[src/serp_pkg.sv]
// ----------------------------------------------------------------------------
// serp_pkg
// Types, constants and S-box functions for the Serpent block cipher unit.
// ----------------------------------------------------------------------------
`timescale 1ns / 1ps
`default_nettype none
package serp_pkg;

  localparam logic [31:0] Phi = 32'h9E3779B9;
  localparam int unsigned NumRounds = 32;
  localparam int unsigned NumRkeys = 33;

  localparam logic [2:0] RegKey0 = 3'd0;
  localparam logic [2:0] RegKey1 = 3'd1;
  localparam logic [2:0] RegKey2 = 3'd2;
  localparam logic [2:0] RegKey3 = 3'd3;
  localparam logic [2:0] RegKlen = 3'd4;

  typedef enum logic [2:0] {
    ST_IDLE,
    ST_KINIT,
    ST_KEXP,
    ST_ENC,
    ST_DEC,
    ST_DONE
  } state_e;

  // controller -> datapath
  typedef struct packed {
    logic       load;      // capture block and mode
    logic       kinit;     // seed prekey window
    logic       kstep;     // one round key (four prekey words)
    logic       rstep;     // one cipher round
    logic [5:0] idx;       // round / key index
    logic       last;      // final round of the block
    logic [5:0] nidx;      // index for the next cycle
    logic       ndec;      // direction for the next cycle
  } serp_cmd_t;

  function automatic logic [3:0] sbox_f(input logic [2:0] s, input logic [3:0] v);
    logic [63:0] t;
    begin
      unique case (s)
        3'd0: t = 64'hC90724DEB56A1F83;
        3'd1: t = 64'h43D68EB1A50972CF;
        3'd2: t = 64'h25B04E1DFAC39768;
        3'd3: t = 64'hE57A421D369C8BF0;
        3'd4: t = 64'hD7E9A4526B0C38F1;
        3'd5: t = 64'h176D8E30C9A4B25F;
        3'd6: t = 64'h0A3DF19EB6485C27;
        default: t = 64'h6539AC47B28E0FD1;
      endcase
      sbox_f = t[{v, 2'b00} +: 4];
    end
  endfunction

  function automatic logic [3:0] sbox_i(input logic [2:0] s, input logic [3:0] v);
    logic [3:0] r;
    begin
      r = 4'd0;
      for (int k = 0; k < 16; k++) begin
        if (sbox_f(s, 4'(k)) == v) r = 4'(k);
      end
      sbox_i = r;
    end
  endfunction

  function automatic logic [127:0] slice(input logic [2:0] s, input logic inv,
                                         input logic [127:0] x);
    logic [127:0] y;
    logic [3:0] n;
    logic [3:0] o;
    begin
      y = '0;
      for (int b = 0; b < 32; b++) begin
        n = {x[96+b], x[64+b], x[32+b], x[b]};
        o = inv ? sbox_i(s, n) : sbox_f(s, n);
        y[b] = o[0]; y[32+b] = o[1]; y[64+b] = o[2]; y[96+b] = o[3];
      end
      slice = y;
    end
  endfunction

  function automatic logic [31:0] rl(input logic [31:0] x, input int unsigned n);
    rl = (x << n) | (x >> (32 - n));
  endfunction

  function automatic logic [127:0] lin_fwd(input logic [127:0] v);
    logic [31:0] a, b, c, d;
    begin
      a = v[31:0]; b = v[63:32]; c = v[95:64]; d = v[127:96];
      a = rl(a, 13); c = rl(c, 3);
      b = b ^ a ^ c; d = d ^ c ^ (a << 3);
      b = rl(b, 1); d = rl(d, 7);
      a = a ^ b ^ d; c = c ^ d ^ (b << 7);
      a = rl(a, 5); c = rl(c, 22);
      lin_fwd = {d, c, b, a};
    end
  endfunction

  function automatic logic [127:0] lin_inv(input logic [127:0] v);
    logic [31:0] a, b, c, d;
    begin
      a = v[31:0]; b = v[63:32]; c = v[95:64]; d = v[127:96];
      c = rl(c, 10); a = rl(a, 27);
      c = c ^ d ^ (b << 7); a = a ^ b ^ d;
      d = rl(d, 25); b = rl(b, 31);
      d = d ^ c ^ (a << 3); b = b ^ a ^ c;
      c = rl(c, 29); a = rl(a, 19);
      lin_inv = {d, c, b, a};
    end
  endfunction

endpackage
`default_nettype wire

[src/serp_ctrl.sv]
// ----------------------------------------------------------------------------
// serp_ctrl
// Sequencer: key expansion on demand, then the cipher rounds of each block.
// ----------------------------------------------------------------------------
`timescale 1ns / 1ps
`default_nettype none
module serp_ctrl import serp_pkg::*; (
  input  wire logic      clk_i,
  input  wire logic      rst_ni,
  input  wire logic      start_i,
  input  wire logic      mode_i,
  input  wire logic      key_wr_i,
  input  wire logic      out_free_i,
  output serp_cmd_t      cmd_o,
  output logic           busy_o,
  output logic           done_o
);

  state_e     state_q, state_d;
  logic [5:0] cnt_q, cnt_d;
  logic       kval_q, kval_d;
  logic       dec_q, dec_d;

  always_comb begin
    state_d = state_q;
    cnt_d   = cnt_q;
    kval_d  = kval_q;
    dec_d   = dec_q;
    if (key_wr_i) kval_d = 1'b0;
    unique case (state_q)
      ST_IDLE: begin
        if (start_i) begin
          dec_d   = mode_i;
          state_d = kval_q ? (mode_i ? ST_DEC : ST_ENC) : ST_KINIT;
          cnt_d   = (kval_q && mode_i) ? 6'd32 : 6'd0;
        end
      end
      ST_KINIT: begin
        state_d = ST_KEXP;
        cnt_d   = 6'd0;
      end
      ST_KEXP: begin
        cnt_d = cnt_q + 6'd1;
        if (cnt_q == 6'd32) begin
          kval_d  = 1'b1;
          state_d = dec_q ? ST_DEC : ST_ENC;
          cnt_d   = dec_q ? 6'd32 : 6'd0;
        end
      end
      ST_ENC: begin
        cnt_d = cnt_q + 6'd1;
        if (cnt_q == 6'd31) state_d = ST_DONE;
      end
      ST_DEC: begin
        cnt_d = cnt_q - 6'd1;
        if (cnt_q == 6'd1) state_d = ST_DONE;
      end
      ST_DONE: begin
        if (out_free_i) state_d = ST_IDLE;
      end
      default: state_d = ST_IDLE;
    endcase
  end

  always_comb begin
    cmd_o  = '0;
    busy_o = (state_q != ST_IDLE);
    done_o = 1'b0;
    cmd_o.idx  = cnt_q;
    cmd_o.nidx = cnt_d;
    cmd_o.ndec = dec_d;
    unique case (state_q)
      ST_IDLE:  cmd_o.load  = start_i;
      ST_KINIT: cmd_o.kinit = 1'b1;
      ST_KEXP:  cmd_o.kstep = 1'b1;
      ST_ENC: begin
        cmd_o.rstep = 1'b1;
        cmd_o.last  = (cnt_q == 6'd31);
      end
      ST_DEC: begin
        cmd_o.rstep = 1'b1;
        cmd_o.last  = (cnt_q == 6'd1);
      end
      ST_DONE: done_o = out_free_i;
      default: cmd_o = '0;
    endcase
  end

  always_ff @(posedge clk_i or negedge rst_ni) begin
    if (!rst_ni) begin
      state_q <= ST_IDLE;
      cnt_q   <= '0;
      kval_q  <= 1'b0;
      dec_q   <= 1'b0;
    end else begin
      state_q <= state_d;
      cnt_q   <= cnt_d;
      kval_q  <= kval_d;
      dec_q   <= dec_d;
    end
  end

endmodule
`default_nettype wire

[config.mk]
export PLATFORM = sky130hd
export DESIGN_NAME = serp_ctrl
export DESIGN_NICKNAME = d
export VERILOG_FILES = /design/src/serp_pkg.sv /design/src/serp_ctrl.sv
export SDC_FILE = /design/constraint.sdc
export NUM_CORES = 1
export LEC_CHECK = 0
export BUFFER_PORTS_ARGS = -buffer_cell sky130_fd_sc_hd__buf_2
export CAP_MARGIN = 5
export CORE_MARGIN = 2
export CORE_UTILIZATION = 50
export CTS_BUF_LIST = sky130_fd_sc_hd__clkbuf_4
export CTS_CLUSTER_SIZE = 24
export DETAILED_ROUTE_END_ITERATION = 10
export PLACE_DENSITY = 0.82
export SLEW_MARGIN = 10
export SYNTH_ARGS = -nofsm -noshare
export SYNTH_HDL_FRONTEND = slang
export SYNTH_SLANG_ARGS = --single-unit
[constraint.sdc]
create_clock -name clk_i -period 4.3 [get_ports clk_i]
set_input_delay 0.215 -clock clk_i [delete_from_list [all_inputs] [get_ports clk_i]]
set_output_delay 0.215 -clock clk_i [all_outputs]
set_load 0.005 [all_outputs]
After elaboration in Yosys (flattened, before gate mapping)
Index checks and enable logic that the tools add are counted.
{ "word_totals": {"regBits": 11, "latch_bits": 0, "mem_bits_rw": 0, "rom_bits": 0, "word_cells": 52, "memories": 0} }
{ "op_classes": {"add_sub_neg": 2, "n_mul": 0, "n_div": 0, "order_cmp": 0, "n_eq_ne": 13, "shift": 0, "muxes": 27, "bitwise": 0, "n_reduce_logical": 6} }
{ "op_table": {"columns": ["op", "n"], "rows": [
  ["2-to-1 mux 6 bit", 5],
  ["one-hot mux 6 bit (5 select lines)", 1],
  ["2-to-1 mux 3 bit", 8],
  ["one-hot mux 3 bit (6 select lines)", 1],
  ["2-to-1 mux 1 bit", 10],
  ["!= test 2 bit (second input constant)", 5],
  ["2-to-1 mux 7 bit", 1],
  ["adder 6 x 1 -> 6 bit (second input constant)", 1],
  ["equality test 3 x 2 -> 1 bit (second input constant)", 2],
  ["equality test 3 bit (second input constant)", 2],
  ["equality test 6 x 1 -> 1 bit (second input constant)", 1],
  ["equality test 6 x 5 -> 1 bit (second input constant)", 1],
  ["equality test 6 bit (second input constant)", 1],
  ["OR reduction 6 bit", 1],
  ["subtractor 6 x 1 -> 6 bit (second input constant)", 1],
  ["AND reduction 5 bit", 1],
  ["equality test 3 x 1 -> 1 bit (second input constant)", 1],
  ["zero test 3 bit", 1],
  ["nonzero test 3 bit", 1],
  ["one-hot mux 1 bit (2 select lines)", 1],
  ["OR reduction 2 bit", 1],
  ["logical AND 1 bit", 1]
]} }

Depth between registers and ports, before layout
{ "depth": {"ltp_word": 5, "mapped_depth": 8, "mapped_depth_nobuf": 7} }

Worst setup path before layout
Ideal clock, no wire load.
{ "synth_timing": {"kind": "flip-flop to output port", "startpoint": "reg state_q[0]", "endpoint": "out cmd_o[2] (netlist bit)", "t_arrival_ps": 1674, "t_required_ps": 4085, "path_slack_ps": 2411, "stages_incl_launch_ff": 7, "path_buffers": 1, "path_cell_list": "dfrtp_1 buf_6 or4_4 nor2_2 nor2_2 a222oi_1 a21oi_1"} }
{ "synth_rtl": {"columns": ["item", "line", "rtl"], "rows": [
  ["start, declared", "serp_ctrl.sv:19", "state_e state_q, state_d;"],
  ["start signal, assigned", "serp_ctrl.sv:96", "state_q <= state_d;"],
  ["end, declared", "serp_ctrl.sv:14", "output serp_cmd_t cmd_o,"]
]} }

==> metrics.csv <==
metric;value;unit
synth_most_common_cell;nand2_1;
drive_gt1_share;21.1;%
h-tree-depth;1;
p_leak;0.557;nW
start_kind;flip-flop;
io_pins;26;
regToRegSetupSlack;2.06;ns
clockBufferDepth;2;
yosysSeqAreaShare;24.5;%
yosys.area.top_type_share;24.5;%
hp-class;primary input to flip-flop;
worstSetupPathType;flip-flop to output port;
grt_pass1_vias;1083;
fp.dieH;51.4;µm
antenna_left;0;
critPathMaxFanout;27;
synth_ff_type;dfrtp_1;
synthToLayoutAreaGrowth;12.9;%
synthTopCellsByArea;dfrtp_1 (24%), nand2_1 (6.0%), nor2_1 (5.7%), a21oi_1 (4.4%), ha_1 (4.4%);
slowest_stage;dfrtp_1;
grt_use_met2;40.2;%
peakVddDrop;434;µV
top_usage_layer;met2;
cap_viol_max_count;0;
slowest_delay;0.84;ns
die_w;51.4;µm
met1_usage;32.2;%
worst_pin_slew;0.756;ns
cts_buffers;3;
met3_usage;4.09;%
hpwl;2160;µm
status;complete, no violations;
track_usage;25.2;%
cp_cell_sequence;inv_1, o31ai_1, a2bb2oi_1, a21oi_1, or3_1, buf_2;
syn_nets;163;
cts_tree;built;
finalHoldViolations;0;
min_period;2.77;ns
port_buffers;25;
antenna_found_initial;0;
drc;0;
setup_violations;0;
fin_worst_skew;0.00645;ns
dr.first_iter.drc_count;60;
post-cts-setup-buffers;0;
ctsRootBufferMaster;clkbuf_4;
post-place-ws;1.88;ns
grt-ovfl-total;0;
yosys.area.top_type;dfrtp_1;
yosys-top-cells-count;nand2_1 (18), nor2_1 (17), dfrtp_1 (11);
grt_max_degree;28;
cts_hold_buf;1;
rsz0062_at_grt;false;
layout.nets;182;
clock_latency;0.29;ns
synth_edf_count;0;
gp_congestion;0.876;
avgSynthCellArea;7.35;µm²
async_reset_ff_share;100;%
n_antenna_cell;0;
core-area;2170;µm²
setup_ws;1.53;ns
syn-cell-area;1120;µm²
routed_via_density;6.20;
final_util;58.5;%
dieArea;2650;µm²
cts-resized-gates;0;
vias;1234;
firstDrtPassIters;7;
rows;17;
ys_types;46;
wl_per_cell;15.1;µm
power.total;0.000977;W
ys_ff_latch;11;
worstPathArrival;2.55;ns
drv_slew;0;
start_util;51.8;%
cp.required;4.09;ns
yosys_warnings;0;
max_freq;361;MHz
netlist_instances;153;
grt_pass1_wl;4900;µm
fin_crit_sh;64.4;%
max_slew_margin;49.6;%
cp-end-kind;output port;
wirelength;3000;µm
clkSlewWorstSetupHoldPaths;0.08;ns
fin_tns_setup;0;ns
cts.sinks;11;
power_density;769;nW/µm²
-- power by group --
part	switching (W)	internal (W)	total [W]
registers	0.000153	0.000145	0.000299
logic	0.000314	0.000282	0.000595
clock network	0.0000406	0.0000424	0.0000830
-- cell usage in the layout, fill, tap and decap left out, types with 3 or more instances in the layout --
| cell | count |
|---|---|
| ha_1 | 4 |
| nand3_1 | 3 |
| nor2_1 | 17 |
| inv_1 | 8 |
| and2_1 | 5 |
| clkbuf_4 | 4 |
| o22ai_1 | 3 |
| a21oi_1 | 10 |
| nand2b_1 | 3 |
| nor4_1 | 4 |
| nor2b_1 | 3 |
| buf_2 | 25 |
| xnor2_1 | 3 |
| dfrtp_1 | 11 |
| o21ai_0 | 4 |
| a31oi_1 | 4 |
| nand2_1 | 18 |
| nor3_1 | 4 |
| or3_1 | 3 |
-- final timing paths --
| kind | start | endpoint | cells past startpoint |
|---|---|---|---|
| hold reg to reg | kval_q$_DFF_PN0_ | kval_q$_DFF_PN0_ | 2 |
| hold / removal | key_wr_i | kval_q$_DFF_PN0_ | 2 |
| min in group asynchronous | rst_ni | state_q[1]$_DFFE_PN0P_ | 2 |
| max in group asynchronous | rst_ni | cnt_q[0]$_DFF_PN0_ | 2 |
| setup reg to reg | state_q[2]$_DFFE_PN0P_ | cnt_q[3]$_DFF_PN0_ | 5 |
| setup / recovery | state_q[2]$_DFFE_PN0P_ | cmd_o[4] | 6 |
-- cells by family after synthesis --
| kind of cell | Yosys count | synth area share (%) |
|---|---|---|
| and+or+nand+nor | 68 | 30.5 |
| AOI/OAI and AO/OA | 44 | 28.1 |
| buffers and inverters | 20 | 7.56 |
| DFF | 11 | 24.5 |
| xor gates and xnor gates | 4 | 3.12 |
| adders and majority gates | 4 | 4.45 |
| muxes | 2 | 1.78 |
-- per-stage QoR --
| step | hold WS, ns | instances | area [µm²] |
|---|---|---|---|
| 6_report | 0.103 | 199 | 1270 |
| 5_1_grt | 0.120 | 199 | 1270 |
| 4_1_cts | 0.105 | 199 | 1270 |
| 3_5_place_dp | 0.108 | 194 | 1230 |
| 3_3_place_gp | 0.107 | 194 | 1230 |
| 2_1_floorplan | -0.0806 | 153 | 1120 |
-- final cells by class --
type	instances	area [µm²]
inverters	8	30.0
fillers	213	900
repair buffers	26	135
flip-flops and latches	11	275
multi-input cells	122	764
clock buffers	4	30.0
well taps	28	35.0
-- registers in the layout (all words and copies together), names as in the netlist --
signal and cells:
kval_q 1, cnt_q 6, state_q 3, dec_q 1
-- layer usage --
metal | share of wire [%] | vias up
li1 | - | 589
met1 | 43 | 563
met2 | 45 | 75
met3 | 9.8 | 7
met4 | 2.2 | 0
met5 | 0 | -
-- worst max-delay path, delay by kind of cell (launching register included) --
| kind | cells | cell delay, ns |
|---|---|---|
| buffers and inverters | 2 | 0.45 |
| flip-flops | 1 | 0.84 |
| AND/OR/NAND/NOR | 1 | 0.36 |
| AO/OA/AOI/OAI | 3 | 0.63 |
No activity file was read; power rests on OpenSTA's default activity.
